===== src/rtl/dynamic_mex_tracker_unit_assert.svh =====
// ----------------------------------------------------------------------------
// Assertion macros for the dynamic mex tracker
// Clocked on clk and disabled while rst is high.
// ----------------------------------------------------------------------------
`ifndef DYNAMIC_MEX_TRACKER_UNIT_ASSERT_SVH
`define DYNAMIC_MEX_TRACKER_UNIT_ASSERT_SVH

// same-cycle implication
`define DMT_ASSERT_IMP(lbl, ante, cons, msg) \
  lbl: assert property (@(posedge clk) disable iff (rst) (ante) |-> (cons)) \
    else $error(msg);

// next-cycle implication
`define DMT_ASSERT_NXT(lbl, ante, cons, msg) \
  lbl: assert property (@(posedge clk) disable iff (rst) (ante) |=> (cons)) \
    else $error(msg);

`endif


===== src/rtl/dmt_pkg.sv =====
// ----------------------------------------------------------------------------
// dmt_pkg
// Shared types and constants of the dynamic mex tracker.
// ----------------------------------------------------------------------------
package dmt_pkg;

  // default sizes
  localparam int unsigned MAX_ELEMENTS_DEF = 1024;
  localparam int unsigned LEAF_COUNT_DEF   = 2048;

  // word field widths
  localparam int unsigned CMD_W    = 1;
  localparam int unsigned INDEX_W  = 10;
  localparam int unsigned VALUE_W  = 32;
  localparam int unsigned MEX_W    = 11;
  localparam int unsigned ECOUNT_W = 11;

  localparam logic [ECOUNT_W-1:0] ECOUNT_RESET = 11'd1024;

  // command codes
  localparam logic [CMD_W-1:0] CMD_QUERY   = 1'b0;
  localparam logic [CMD_W-1:0] CMD_REPLACE = 1'b1;

  typedef struct packed {
    logic [CMD_W-1:0]   command;
    logic [INDEX_W-1:0] index;
    logic [VALUE_W-1:0] value;
  } in_word_t;

  typedef struct packed {
    logic [MEX_W-1:0] mex;
    logic             index_error;
  } out_word_t;

  typedef enum logic [3:0] {
    ST_CLEAR,
    ST_IDLE,
    ST_ELEM,
    ST_LEAF_RD,
    ST_LEAF_WR,
    ST_UP,
    ST_DESC_START,
    ST_DESC,
    ST_DONE
  } state_t;

  typedef enum logic [1:0] {
    ALU_INC,
    ALU_DEC,
    ALU_MIN
  } alu_op_t;

endpackage


===== src/rtl/dmt_alu.sv =====
// ----------------------------------------------------------------------------
// dmt_alu
// Shared count unit: increment, saturating decrement, minimum, and a
// less-or-equal flag used by the tree descent.
// ----------------------------------------------------------------------------
module dmt_alu #(
  parameter int unsigned W = 11
) (
  input  dmt_pkg::alu_op_t op,
  input  logic [W-1:0]     a,
  input  logic [W-1:0]     b,
  output logic [W-1:0]     res,
  output logic             le
);
  import dmt_pkg::*;

  // left wins ties
  assign le = (a <= b);

  always_comb begin
    unique case (op)
      ALU_INC: res = a + W'(1);
      ALU_DEC: res = (a != '0) ? a - W'(1) : a;
      ALU_MIN: res = le ? a : b;
      default: res = a;
    endcase
  end

endmodule


===== config.mk =====
export PLATFORM = sky130hd
export DESIGN_NAME = dmt_alu
export DESIGN_NICKNAME = d
export VERILOG_FILES = /design/src/rtl/dynamic_mex_tracker_unit_assert.svh /design/src/rtl/dmt_pkg.sv /design/src/rtl/dmt_alu.sv
export SDC_FILE = /design/constraint.sdc
export NUM_CORES = 1
export LEC_CHECK = 0
export ABC_AREA = 0
export BUFFER_PORTS_ARGS = -buffer_cell sky130_fd_sc_hd__buf_2
export CAP_MARGIN = 20
export CORE_MARGIN = 2
export CORE_UTILIZATION = 26
export DETAILED_ROUTE_END_ITERATION = 7
export PLACE_DENSITY_LB_ADDON = 0.08
export SYNTH_ARGS = -nofsm -noshare
export SYNTH_HDL_FRONTEND = slang
export SYNTH_SLANG_ARGS = --single-unit

===== constraint.sdc =====
create_clock -name vclk -period 2.7
set_input_delay 0.27 -clock vclk [all_inputs]
set_output_delay 0.27 -clock vclk [all_outputs]
set_load 0.05 [all_outputs]

---- After elaboration in Yosys (flattened, before gate mapping) ----
Cells that the tools add are included.
cells by class
  add/sub/neg operators ................... 2
  magnitude comparators ................... 1
  multiplexer cells ....................... 3
  reduce and logical (&&, ||, !) cells .... 2
  equal/unequal tests ..................... 2
operator list
  cell                   count
  $pmux 11 s3            1
  $mux 11                2
  $add 11x1->11 const B  1
  $le 11x11->1           1
  $reduce_bool 11->1     1
  $sub 11x1->11 const B  1
  $eq 2x1->1 const B     1
  $eq 2x2->1 const B     1
  $logic_not 2->1        1
storage, ports and cells
  register bits after elaboration ......... 0
  word-level logic and storage cells ...... 10
  bits of input ports ..................... 24
  output and inout bits ................... 12

---- Longest topological paths before layout ----
Gate-level depths: netlist of the first run.
  depth in word-level cells ............... 3
  gate-level depth with buffers ........... 10
  mapped depth without buffers ............ 9

---- Worst setup path before layout of the first run ----
Ideal clock, no wire load.
  path kind ............................... input to output
  start ................................... input b[6]
  end ..................................... output res[7]
  slack ................................... -0.969 ns
  cell stages on the path ................. 10
  path buffers ............................ 1
  arrival ................................. 3.399 ns
  path through ............................ inv_1 > ha_1 > a21oi_1 > o21ai_0 > a2111oi_2 > nor2_1 > inv_1 > buf_2 > a21oi_1 > a221oi_1
between the ends
  cells in the longest elaborated chain, start to end .. 3
ends and longest elaborated chain
  element       RTL line       source
  from (decl)   dmt_alu.sv:11  input logic [W-1:0] b,
  $le 11x11->1  dmt_alu.sv:18  assign le = (a <= b);
  via le        dmt_alu.sv:13  output logic le
  $mux 11       dmt_alu.sv:24  ALU_MIN: res = le ? a : b;
  $pmux 11 s3   dmt_alu.sv:21  unique case (op)
  to (decl)     dmt_alu.sv:12  output logic [W-1:0] res,
The timed path passes the listed nets, and every way through them passes these cells.

---- Worst setup path in the final report of the first run ----
  start ................................... input a[4]
  end ..................................... output res[7]
between the ends
  cells in the longest elaborated chain, start to end .. 3
ends and longest elaborated chain
  element                                      RTL line                      source
  from (decl)                                  dmt_alu.sv:10                 input logic [W-1:0] a,
  $sub 11x1->11, or another cell as far along  dmt_alu.sv:23                 ALU_DEC: res = (a != '0) ? a - W'(1) : a;
  $mux 11 (on tied branches)                   dmt_alu.sv:23, dmt_alu.sv:24
  $pmux 11 s3 *                                dmt_alu.sv:21
Mark *: on every way between the ends. The rest lies on a longest branch, timed or not.

==> impl_metrics.env, run 1 <==
export IMPL_status="completed"
export IMPL_initial_utilization_pct=27.0
export IMPL_nClkBuffers=0
export IMPL_power_uw=360
export IMPL_slew_viol_final=0
export IMPL_grt_pass1_vias=1369
export IMPL_whs_ps=945
export IMPL_grt_ovfl_total=0
export IMPL_drtAntennaViolNets=0
export IMPL_min_delay_start="b[3]"
export IMPL_grt_first_pass_wirelength_um=6620
export IMPL_row_count=23
export IMPL_firstDrtPassIters=4
export IMPL_hold_viol=0
export IMPL_post_cts_buffers=0
export IMPL_cp_required_ps=2430
export IMPL_whs_endpoint="res[3]"
export IMPL_fmax_mhz=384
export IMPL_period_minus_slack_ps=2600
export IMPL_dpl_instance_area_mm2=0.00158
export IMPL_criticalPathCategory="input pin to output pin"
export IMPL_min_path_type="input pin to output pin"
export IMPL_post_drt_wl_per_cell_um=14.6
export IMPL_path_max_fanout=4
export IMPL_drc=0
export IMPL_cap_viol_max_count=0
export IMPL_grt_use_total_pct=17.9
export IMPL_portBuffers=36
export IMPL_synth_area_mm2=0.00109
export IMPL_die_w_um=68.7
export IMPL_final_util_pct=40.5
export IMPL_worst_slew_pin_slew_ps=387
export IMPL_final_cell_mix="32 x buf_2, 32 x buf_4, 14 x inv_1, 14 x ha_1, 10 x nand2_1"
export IMPL_synth_seq_area_share_pct=0
export IMPL_hold_depth=4
export IMPL_vdd_drop_max_v=0.000102
export IMPL_dp_worst_setup_slack_ps=-61.0
export IMPL_setup_viol=0
export IMPL_synth_cell_types=44
export IMPL_vias=1437
export IMPL_critical_path_endpoint_type="output pin"
export IMPL_place_congestion=0.945
export IMPL_dp_hpwl_um=3330
export IMPL_postCtsHoldBufs=0
export IMPL_vias_per_cell=5.34
export IMPL_synth_top_area_share_pct=16.1
export IMPL_nNetsFinal=259
export IMPL_start_kind="input pin"
export IMPL_finalSetupTns_ps=0
export IMPL_drive_gt1_share_pct=41.1
export IMPL_syn_to_final_growth_pct=49.7
export IMPL_postLayoutCellArea_mm2=0.00163
export IMPL_finalWorstSetupSlack_ps=96.6
export IMPL_p_per_area_mw_per_mm2=221
export IMPL_grt_max_degree=20
export IMPL_drtIter0Drc=60
export IMPL_diodes=0
export IMPL_final_cells=269
export IMPL_die_h_um=68.7
export IMPL_yosysWarnings=0
export IMPL_ios=36
export IMPL_synthTopCellsByArea="ha_1 16%, xnor2_1 6.4%, o21ai_0 5.5%"
export IMPL_die_area_mm2=0.00473
export IMPL_place_inst=270
export IMPL_antenna_found_initial=0
export IMPL_relSlewSlack_pct=74.0
export IMPL_routed_wl_um=3940
export IMPL_fin_crit_sh_pct=96.4
export IMPL_core_mm2=0.00403
export IMPL_syn_nets=202
export IMPL_arrival_ps=2330
export IMPL_worstSetupStartpoint="a[4]"
export IMPL_synth_cells=164
export IMPL_leakagePower_nw=0.731
export IMPL_syn_area_per_cell_um2=6.65
export IMPL_regArea_um2=0
export IMPL_yosysTopAreaCell="ha_1"
export IMPL_seq_cells=0
area by class of cell:
class / count / area (um2)
fillers: 453 / 2400
well taps: 50 / 62.6
repair buffers: 68 / 442
inverters: 16 / 60.1
multi-input cells: 135 / 1070
power by group:
group	switching [mW]	internal [mW]	total, mW
registers	0	0	0
logic	0.221	0.139	0.360
clock network	0	0	0
total	0.221	0.139	0.360
worst max-delay path by stage:
stage,endpoint
final,res[7]
after CTS,res[7]
after floorplan,res[7]
after global routing,res[1]
after detailed placement,res[10]
after global placement,res[1]
cells by family after synthesis:
logic type | share of synthesized area (%)
compound gates | 29.9
xor+xnor | 10.4
fa+ha+maj | 16.1
buf+inv | 11.4
mux | 3.90
simple gates | 28.4
cells in the mapped netlist:
cell type	number
or2b_2	1
clkinv_1	1
buf_4	1
a32oi_1	1
a222oi_1	1
nand4_1	5
o21ai_0	12
xnor2_1	8
nor3_1	9
and2_1	1
xor2_1	5
ha_1	14
nor4b_1	1
nand3b_1	1
o21ai_1	1
o31a_2	1
nor2b_1	1
nor2_1	10
nor4_1	2
a22oi_1	5
a22o_1	1
nor3b_1	1
mux2i_1	2
a21oi_1	7
nor4b_4	1
mux2_2	2
buf_2	3
clkbuf_1	8
nand2b_1	1
or4_4	1
a2111oi_2	1
a31oi_1	2
o31ai_1	5
o211ai_1	5
a221oi_1	1
a21o_1	1
or4_1	1
and3_1	1
nand3_1	9
inv_1	15
buf_6	1
a211oi_1	3
nand2_1	10
o311ai_0	1
per-layer routing:
metal / global-route usage (%) / share of wire (%) / vias to the layer above
met2: 30.2 / 46 / 53
met5: 0 / 0 / -
met4: 1.47 / 0.71 / 0
met3: 1.46 / 5.9 / 3
li1: - / - / 723
met1: 25.6 / 47 / 658
worst max-delay path, cell delays in order:
cell	delay (ps)
buf_2	110
buf_4	130
or4_4	530
nor4b_4	390
or2b_4	200
nor2_1	50
xnor2_1	160
a221oi_4	300
buf_6	190
repair_timing:
item,4_1_cts,5_1_grt
resized for setup,3,17
endpoints found under the setup margin,4,7
pin swaps,0,8
Power figures use the tool's default switching activity.
==> inputs of run 2 (changes only) <==
- PLACE_DENSITY: not set -> 0.52
- PLACE_DENSITY_LB_ADDON: 0.08 -> not set
- clock period: 2.7 -> 2.84 ns (I/O delays scaled with it)
==> impl_metrics.env, run 2 (synthesis gave the netlist of run 1 again) <==
export IMPL_status="completed"
export IMPL_route_met3_wl_um=163
export IMPL_wl_met2_um=1610
export IMPL_criticalPathCategory="input pin to output pin"
export IMPL_crit_family="simple AND/OR/NAND/NOR gates"
export IMPL_nClkBuffers=0
export IMPL_grt_first_pass_wirelength_um=5910
export IMPL_vias_per_cell=5.22
export IMPL_vias=1358
export IMPL_fin_crit_sh_pct=94.0
export IMPL_firstDrtPassIters=4
export IMPL_crit_path_frequent_cell="buf_2"
export IMPL_final_cell_mix="35 x buf_2, 23 x buf_4, 15 x inv_1"
export IMPL_die_w_um=68.7
export IMPL_row_count=23
export IMPL_post_drt_wl_per_cell_um=14.0
export IMPL_ios=36
export IMPL_core_mm2=0.00403
export IMPL_worst_slew_pin_slew_ps=405
export IMPL_fmax_mhz=375
export IMPL_path_max_fanout=6
export IMPL_portBuffers=36
export IMPL_internal_power_uw=113
export IMPL_routed_wl_um=3650
export IMPL_rsz0062_at_grt="no"
export IMPL_relSlewSlack_pct=72.8
export IMPL_wl_met1_um=1830
export IMPL_initial_utilization_pct=27.0
export IMPL_seq_power_share_pct=0
export IMPL_seq_cells=0
export IMPL_cpPeakStageDelay_ps=590
export IMPL_cp_required_ps=2560
export IMPL_path_buf_inv=2
export IMPL_nNetsFinal=250
export IMPL_die_h_um=68.7
export IMPL_drtIter0Drc=49
export IMPL_critical_path_depth=8
export IMPL_drc=0
export IMPL_p_comb_share_pct=100.0
export IMPL_slew_viol_final=0
export IMPL_hold_depth=4
export IMPL_grt_pass1_vias=1210
export IMPL_min_path_type="input pin to output pin"
export IMPL_clockPowerShare_pct=0
export IMPL_start_kind="input pin"
export IMPL_antenna_found_initial=0
export IMPL_die_area_mm2=0.00473
export IMPL_p_per_area_mw_per_mm2=208
export IMPL_crit_path_top_delay_cell="or4_4"
export IMPL_drtAntennaViolNets=0
export IMPL_grt_use_total_pct=16.0
export IMPL_dp_hpwl_um=3020
export IMPL_period_minus_slack_ps=2670
export IMPL_finalWorstSetupSlack_ps=170
export IMPL_setup_viol=0
export IMPL_place_congestion=0.783
export IMPL_drive_gt1_share_pct=34.8
export IMPL_diodes=0
export IMPL_regArea_um2=0
export IMPL_switchingPower_uw=201
export IMPL_swShare_pct=64.2
export IMPL_vdd_drop_max_v=0.0000623
export IMPL_grt_max_degree=28
export IMPL_cap_viol_max_count=0
export IMPL_leakagePower_nw=0.668
export IMPL_hold_viol=0
export IMPL_cp_cell_sequence="buf_2, or4_4, nor4b_4, or2b_2, nor2_1, xnor2_1, a221oi_4, buf_2"
export IMPL_final_util_pct=37.5
export IMPL_final_common_cell="buf_2"
export IMPL_grt_ovfl_total=0
export IMPL_arrival_ps=2390
export IMPL_route_top_layer_used="met4"
export IMPL_dp_worst_setup_slack_ps=130
export IMPL_syn_to_final_growth_pct=38.6
export IMPL_critical_path_endpoint_type="output pin"
export IMPL_post_cts_buffers=0
export IMPL_finalSetupTns_ps=0
-- run 2: tightest hold or removal path, stage by stage --
cell and delay (ps):
buf_2 110, nand3_1 60, o21ai_1 50, buf_2 200
-- run 2: layout make-up --
cell class / count / area [um2]
timing repair buffer: 59 / 355
inverter: 16 / 60.1
tap: 50 / 62.6
multi-input combinational: 135 / 1030
fill: 459 / 2520
-- run 2: worst paths after layout --
path / start / to / slack, ps
setup / recovery: a[6] / res[7] / 170
hold / removal: b[3] / res[3] / 990
-- run 2: per-stage QoR --
step                      cells  hold WS (ps)  power, mW  instance area, um2
after floorplan             164           852      0.216                1150
after global placement      260          1000      0.312                1500
after detailed placement    260           997      0.312                1500
after CTS                   260           997      0.312                1500
after global routing        260          1030      0.341                1510
final                       260           987      0.314                1510
-- run 2: power by group through the flow --
| stage | combinational [mW] | sequential, mW | clock, mW |
|---|---|---|---|
| after floorplan | 0.216 | 0 | 0 |
| after global placement | 0.312 | 0 | 0 |
| after detailed placement | 0.312 | 0 | 0 |
| after CTS | 0.312 | 0 | 0 |
| after global routing | 0.341 | 0 | 0 |
| final | 0.314 | 0 | 0 |
-- run 2: timing repair --
| item | CTS | global route |
|---|---|---|
| hold buffers | 0 | 0 |
| setup endpoints to repair | 0 | 4 |
| resized for setup | 0 | 3 |
-- run 2: routing by layer --
layer / global-route usage, % / vias to the layer above
li1: - / 703
met1: 24.5 / 617
met2: 25.4 / 34
met3: 0.974 / 4
met4: 1.23 / 0
met5: 0 / -
==> inputs of run 3 (changes only) <==
- RECOVER_POWER: not set -> 25
==> impl_metrics.env, run 3 (synthesis gave the netlist of run 1 again) <==
export IMPL_place_congestion=0.783
export IMPL_antenna_found_initial=0
export IMPL_cp_cell_sequence="buf_2, or4_4, nor4b_4, or2b_2, nor2_1, xnor2_1, a221oi_4, buf_2"
export IMPL_place_inst=260
export IMPL_row_count=23
export IMPL_relSlewSlack_pct=59.6
export IMPL_ios=36
export IMPL_status="completed"
export IMPL_diodes=0
export IMPL_post_drt_wl_per_cell_um=14.0
export IMPL_dp_worst_setup_slack_ps=130
export IMPL_cp_endpoint="res[7]"
export IMPL_syn_to_final_growth_pct=38.5
export IMPL_vias=1363
export IMPL_fmax_mhz=375
export IMPL_seq_cells=0
export IMPL_worst_slew_pin_slew_ps=608
export IMPL_cpPeakStageDelay_ps=590
export IMPL_vias_per_cell=5.24
export IMPL_fin_crit_sh_pct=94.0
export IMPL_worstSetupStartpoint="a[6]"
export IMPL_vdd_drop_max_v=0.0000624
export IMPL_leakagePower_nw=0.666
export IMPL_post_cts_buffers=0
export IMPL_firstDrtPassIters=5
export IMPL_nClkBuffers=0
export IMPL_routed_wl_um=3630
export IMPL_final_cell_mix="32 x buf_2, 23 x buf_4, 15 x inv_1"
export IMPL_multiInputGateArea_mm2=0.00103
export IMPL_drc=0
export IMPL_grt_max_degree=28
export IMPL_cp_required_ps=2560
export IMPL_drtAntennaViolNets=0
export IMPL_critical_path_endpoint_type="output pin"
export IMPL_crit_path_top_delay_cell="or4_4"
export IMPL_drive_gt1_share_pct=34.3
export IMPL_die_area_mm2=0.00473
export IMPL_grt_ovfl_total=0
export IMPL_core_mm2=0.00403
export IMPL_final_common_cell="buf_2"
export IMPL_regArea_um2=0
export IMPL_whs_ps=1010
export IMPL_period_minus_slack_ps=2670
export IMPL_dp_hpwl_um=3020
export IMPL_fillers=460
export IMPL_grt_use_total_pct=16.0
export IMPL_die_w_um=68.7
export IMPL_drtIter0Drc=54
export IMPL_rsz0062_at_grt="no"
export IMPL_initial_utilization_pct=27.0
export IMPL_grt_pass1_vias=1210
export IMPL_start_kind="input pin"
export IMPL_finalWorstSetupSlack_ps=171
export IMPL_grt_first_pass_wirelength_um=5910
export IMPL_slew_viol_final=0
export IMPL_hold_viol=0
export IMPL_final_cells=260
export IMPL_final_util_pct=37.5
export IMPL_path_max_fanout=6
export IMPL_p_per_area_mw_per_mm2=208
export IMPL_portBuffers=36
export IMPL_crit_path_frequent_cell="buf_2"
export IMPL_setup_viol=0
export IMPL_arrival_ps=2390
export IMPL_die_h_um=68.7
export IMPL_min_path_type="input pin to output pin"
export IMPL_nNetsFinal=250
export IMPL_cap_viol_max_count=0
export IMPL_finalSetupTns_ps=0
export IMPL_criticalPathCategory="input pin to output pin"
==> run 3: how the worst min path moves through the flow <==
stage                     start     end  slack [ps]  cells past startpoint
after floorplan            a[1]  res[1]         850                      2
after global placement     b[3]  res[3]        1000                      4
after detailed placement   b[3]  res[3]        1000                      4
after CTS                  b[3]  res[3]        1000                      4
after global routing       b[4]  res[4]        1040                      4
final                      b[4]  res[4]        1010                      4
==> run 3: metal layers <==
metal / track usage (%) / vias to the layer above / part of all wire (%)
met1: 24.5 / 618 / 49
met5: 0 / - / 0
met2: 25.4 / 39 / 44
li1: - / 702 / -
met4: 1.23 / 0 / 1.0
met3: 0.974 / 4 / 5.4
==> run 3: where the power goes <==
group / internal [mW] / leakage (nW) / total [mW] / switching, mW
Clock: 0 / 0 / 0 / 0
Sequential: 0 / 0 / 0 / 0
Combinational: 0.112 / 0.666 / 0.313 / 0.201
Total: 0.112 / 0.666 / 0.313 / 0.201
==> run 3: per-stage QoR <==
stage          cell area (um2)  total power [mW]
3_3_place_gp              1500             0.312
3_5_place_dp              1500             0.312
4_1_cts                   1500             0.312
2_1_floorplan             1150             0.216
6_report                  1510             0.313
5_1_grt                   1510             0.341
==> run 3: cell type report <==
cell class                 instances  area share [%]
inverter                          16            3.98
timing repair buffer              59            23.5
tap                               50            4.15
multi-input combinational        135            68.4
==> run 3: what timing repair did <==
item / 4_1_cts / 5_1_grt
endpoints found under the hold margin: 0 / 0
setup endpoints to repair: 0 / 4
resized for setup: 0 / 3
hold buffers: 0 / 0
==> run 3: worst max-delay path: cells and delay by family <==
kind / cells / cell delay [ps]
buf+inv: 2 / 440
simple gates: 4 / 1210
xor+xnor: 1 / 160
compound gates: 1 / 290
